--- src/rtl/core/salc_pkg.sv ---
// shared types and constants of the set-associative lru tag unit
// no dependencies
`default_nettype none

package salc_pkg;

  localparam int WAYS_DEFAULT       = 4;
  localparam int SETS_DEFAULT       = 64;
  localparam int ADDR_WIDTH_DEFAULT = 32;

  localparam int ADDR_W     = 32;
  localparam int BLK_W      = 32;
  localparam int STAMP_W    = 64;
  localparam int CNT_W      = 32;
  localparam int OFFSET_W   = 4;
  localparam int SET_BITS_W = 3;
  localparam int SET_RAW_W  = 7;
  localparam int CFG_IDX_W  = 2;
  localparam int CFG_DATA_W = 4;

  localparam logic [OFFSET_W-1:0]   OFFSET_RESET   = 4'd6;
  localparam logic [SET_BITS_W-1:0] SET_BITS_RESET = 3'd6;

  localparam logic [CFG_IDX_W-1:0] CFG_BLOCK_OFFSET = 2'd0;
  localparam logic [CFG_IDX_W-1:0] CFG_SET_INDEX    = 2'd1;

  typedef struct packed {
    logic               valid;
    logic [BLK_W-1:0]   blk;
    logic [STAMP_W-1:0] stamp;
  } line_t;

endpackage

`default_nettype wire

--- src/rtl/core/salc_way_select.sv ---
// hit detection and victim choice over one set row
// depends on salc_pkg
`default_nettype none

module salc_way_select
  import salc_pkg::*;
#(
  parameter int WAYS  = WAYS_DEFAULT,
  parameter int WAY_W = (WAYS > 1) ? $clog2(WAYS) : 1
) (
  input  wire line_t [WAYS-1:0] row,
  input  wire logic [BLK_W-1:0] blk,
  output logic                  hit,
  output logic      [WAY_W-1:0] way
);

  logic [WAYS-1:0]  hit_vec;
  logic [WAYS-1:0]  inv_vec;
  logic [WAYS-1:0]  oldest;
  logic [WAY_W-1:0] hit_way;
  logic [WAY_W-1:0] inv_way;
  logic [WAY_W-1:0] lru_way;

  // one level of pairwise compares, first minimal stamp wins
  always_comb begin
    for (int i = 0; i < WAYS; i++) begin
      hit_vec[i] = row[i].valid && (row[i].blk == blk);
      inv_vec[i] = !row[i].valid;
      oldest[i]  = 1'b1;
      for (int j = 0; j < WAYS; j++) begin
        if ((j < i) && !(row[i].stamp < row[j].stamp)) begin
          oldest[i] = 1'b0;
        end
        if ((j > i) && !(row[i].stamp <= row[j].stamp)) begin
          oldest[i] = 1'b0;
        end
      end
    end
  end

  always_comb begin
    hit_way = '0;
    inv_way = '0;
    lru_way = '0;
    for (int w = WAYS - 1; w >= 0; w--) begin
      if (hit_vec[w]) begin
        hit_way = WAY_W'(w);
      end
      if (inv_vec[w]) begin
        inv_way = WAY_W'(w);
      end
      if (oldest[w]) begin
        lru_way = WAY_W'(w);
      end
    end
  end

  assign hit = |hit_vec;

  always_comb begin
    if (hit) begin
      way = hit_way;
    end else if (|inv_vec) begin
      way = inv_way;
    end else begin
      way = lru_way;
    end
  end

endmodule

`default_nettype wire

--- config.mk ---
export PLATFORM = sky130hd
export DESIGN_NAME = salc_way_select
export DESIGN_NICKNAME = d
export VERILOG_FILES = /design/src/rtl/core/salc_pkg.sv /design/src/rtl/core/salc_way_select.sv
export SDC_FILE = /design/constraint.sdc
export NUM_CORES = 1
export LEC_CHECK = 0
export ABC_AREA = 1
export ABC_CLOCK_PERIOD_IN_PS = 3000
export BUFFER_PORTS_ARGS = -buffer_cell sky130_fd_sc_hd__buf_4
export CAP_MARGIN = 40
export CORE_AREA = 5 5 161 163
export DETAILED_ROUTE_END_ITERATION = 8
export DIE_AREA = 0 0 166 168
export GPL_ROUTABILITY_DRIVEN = 0
export GPL_TIMING_DRIVEN = 0
export PLACE_DENSITY = 0.78
export SETUP_SLACK_MARGIN = 0.4
export SLEW_MARGIN = 20
export SYNTH_ARGS = -nofsm -noshare
export SYNTH_HDL_FRONTEND = slang
export SYNTH_SLANG_ARGS = --single-unit
--- constraint.sdc ---
create_clock -name vclk -period 3
set_input_delay 0.45 -clock vclk [all_inputs]
set_output_delay 0.45 -clock vclk [all_outputs]
set_load 0.005 [all_outputs]
==> impl_metrics.yaml <==
floorplanning:
  starting_density_pct: 50.0
  row_count: 57
  dieHeight_um: 168
  floorplan.die.width_um: 166
  core_area_um2: 24200
  fp.dieArea_um2: 27900
  floorplan.io_pins: 423
cells_and_area:
  cell_area_after_layout_um2: 16600
  synthToLayoutAreaGrowth_pct: 37.4
  final_cell_mix: "sky130_fd_sc_hd__nand2_1, sky130_fd_sc_hd__buf_4, sky130_fd_sc_hd__ha_1"
  storage_cell_area_um2: 0
  fillCellCount: 2153
  drive_above_1_share_pct: 25.3
  layout.nets: 3216
  most_common_cell_after_layout_fill_and_taps_aside: "sky130_fd_sc_hd__nand2_1"
  sequential_cell_total: 0
  layout.clock_buffers: 0
min_path:
  hold_class: "input port to primary output"
sta:
  fmax_ghz: 0.338
  transition_time_at_the_pin_with_the_least_slew_margin_ps: 439
  final_number_of_setup_violating_endpoints: 0
  slew_headroom_pct: 70.5
  post-route-min-period_ps: 2960
  final_hold_viol_count: 0
  min_period_over_period_pct: 98.7
  rsz_0062_raised_after_global_routing: "yes"
  timing.final.max_slew_violations: 0
  finalSetupTns_ps: 0
  holdWs_ps: 1370
job:
  cap_viol_max_count: 0
global_routing:
  grt_start_max_net_pins: 9
  first_global_vias: 15400
  globalRouteMet2Util_pct: 58.6
  antenna_found_initial: 2
  grt_util_met1_pct: 35.3
  global_route_wire_length_before_repair_mm: 74.9
  most_used_routing_layer: "met2"
  grtUsageTotal_pct: 32.4
  use_met3_pct: 6.35
  global_route.overflow_total: 0
status:
  run_status: "finished, final reports clean"
place:
  postPlaceCellArea_um2: 15600
  place.detailed.hpwl_mm: 43.7
  portBuffers: 418
synth:
  yosys.cell_types.count: 34
  net_count_of_the_mapped_netlist: 2786
  synth.cell_area_um2: 12100
  gate_count_post_synth: 1982
  synth_sequential_area_ratio_pct: 0
  syn-mean-instance-area_um2: 6.10
  ys_warns: 0
power_and_ir_drop:
  netSwitchingPower_w: 0.00131
  post-layout-total-power_w: 0.00237
  pwr-share-comb_pct: 100.0
  powerDensity_nw_per_um2: 143
  share_seq_of_total_power_pct: 0
  p_int_w: 0.00106
  power.clock.fraction_pct: 0
  ir_worst_vdd_mv: 0.110
  power_leakage_nw: 9.49
  swShare_pct: 55.2
routing:
  route.final.wire_length_mm: 49.8
  detail_route.iter0.violations: 1016
  post-route-drc-count: 0
  route.vias.total: 15300
  routed_wire_length_per_instance_um: 18.2
  ant_nets: 0
  detail_route.vias_per_cell: 5.58
  firstDrtPassIters: 5
worst_setup_path:
  cp-start-kind: "input port"
  end_kind: "primary output"
  worst-path-max-fanout: 3
  required_ps: 2550
  type_of_the_setup_path_with_the_least_slack: "input port to primary output"
  worst_ep_arrival_time_ps: 2510
clocking:
  ctsHoldBuffers: 0
-- cell families (layout without fill, tap and decap cells) --
kind of cell             after synthesis  after routing  synth area share (%)
AO/OA/AOI/OAI                        282            282                  12.5
XOR/XNOR                              51             51                  3.70
adder cells (fa/ha/maj)              384            384                  39.8
buffers and inverters                364            792                  11.4
other                                  0              2                     0
AND/OR/NAND/NOR                      901            901                  32.7
-- critical path, stage by stage --
cell and delay, ps:
sky130_fd_sc_hd__buf_4 80, sky130_fd_sc_hd__inv_1 70, sky130_fd_sc_hd__ha_1 310, sky130_fd_sc_hd__nand2_1 60
sky130_fd_sc_hd__nor2_2 140, sky130_fd_sc_hd__nand4_1 340, sky130_fd_sc_hd__nor2_4 200, sky130_fd_sc_hd__nand2_1 70
sky130_fd_sc_hd__nand4_1 110, sky130_fd_sc_hd__nand2_1 90, sky130_fd_sc_hd__nand3_2 80, sky130_fd_sc_hd__nand3_2 80
sky130_fd_sc_hd__nand2_1 60, sky130_fd_sc_hd__inv_1 30, sky130_fd_sc_hd__nand2_1 50, sky130_fd_sc_hd__nand2_1 50
sky130_fd_sc_hd__nand2_1 60, sky130_fd_sc_hd__nand2_2 60, sky130_fd_sc_hd__buf_6 120
-- power groups by stage --
stage | registers (W) | clock network, W | logic (W)
after floorplan | 0 | 0 | 0.00120
after global placement | 0 | 0 | 0.00207
after detailed placement | 0 | 0 | 0.00215
after CTS | 0 | 0 | 0.00222
after global routing | 0 | 0.0000000000893 | 0.00264
final | 0 | 0.0000000000895 | 0.00237
-- stage by stage --
stage | cells | util (%) | setup slack, ps
final | 2736 | 68.7 | 38.1
after global routing | 2736 | 68.7 | -67.9
after CTS | 2727 | 66.3 | 84.3
after detailed placement | 2724 | 64.6 | -333
after global placement | 2724 | 64.6 | -304
after floorplan | 1982 | - | 502
-- cells in the mapped netlist (all sizes together) (19+ instances only) --
master | instances | share of area, %
a21oi | 186 | 7.7
ha | 384 | 40
inv | 359 | 11
nand2 | 447 | 14
nand3 | 66 | 2.7
nand4 | 56 | 2.9
nor2 | 194 | 6.0
nor3 | 35 | 1.4
nor4 | 43 | 2.2
o21a | 19 | 1.2
o21ai | 59 | 2.4
or2 | 27 | 1.4
xnor2 | 22 | 1.6
xor2 | 29 | 2.1
-- repair_timing --
item / 4_1_cts / 5_1_grt
resized for setup: 82 / 133
setup buffers: 3 / 7
endpoints found under the setup margin: 3 / 3
pin swaps: 27 / 63
cloned: 0 / 0
-- area by class of cell --
cell class	count	area (um^2)	area share (%)
well taps	324	405	2.44
diodes	2	5.00	0.0302
repair buffers	428	3310	20.0
plain buffers	5	30.0	0.181
multi-input cells	1618	11500	69.0
inverters	359	1380	8.34
-- layer usage --
layer	up-vias	routed length, um
li1	7499	-
met1	6772	18000
met2	773	24100
met3	227	4160
met4	0	3570
met5	-	0
-- final timing paths --
| kind | slack, ps | depth (start not counted) | start | end |
|---|---|---|---|---|
| max | 40 | 19 | row[13] | way[0] |
| min | 1370 | 6 | row[96] | way[0] |
No activity file was read; power rests on OpenSTA's default activity.
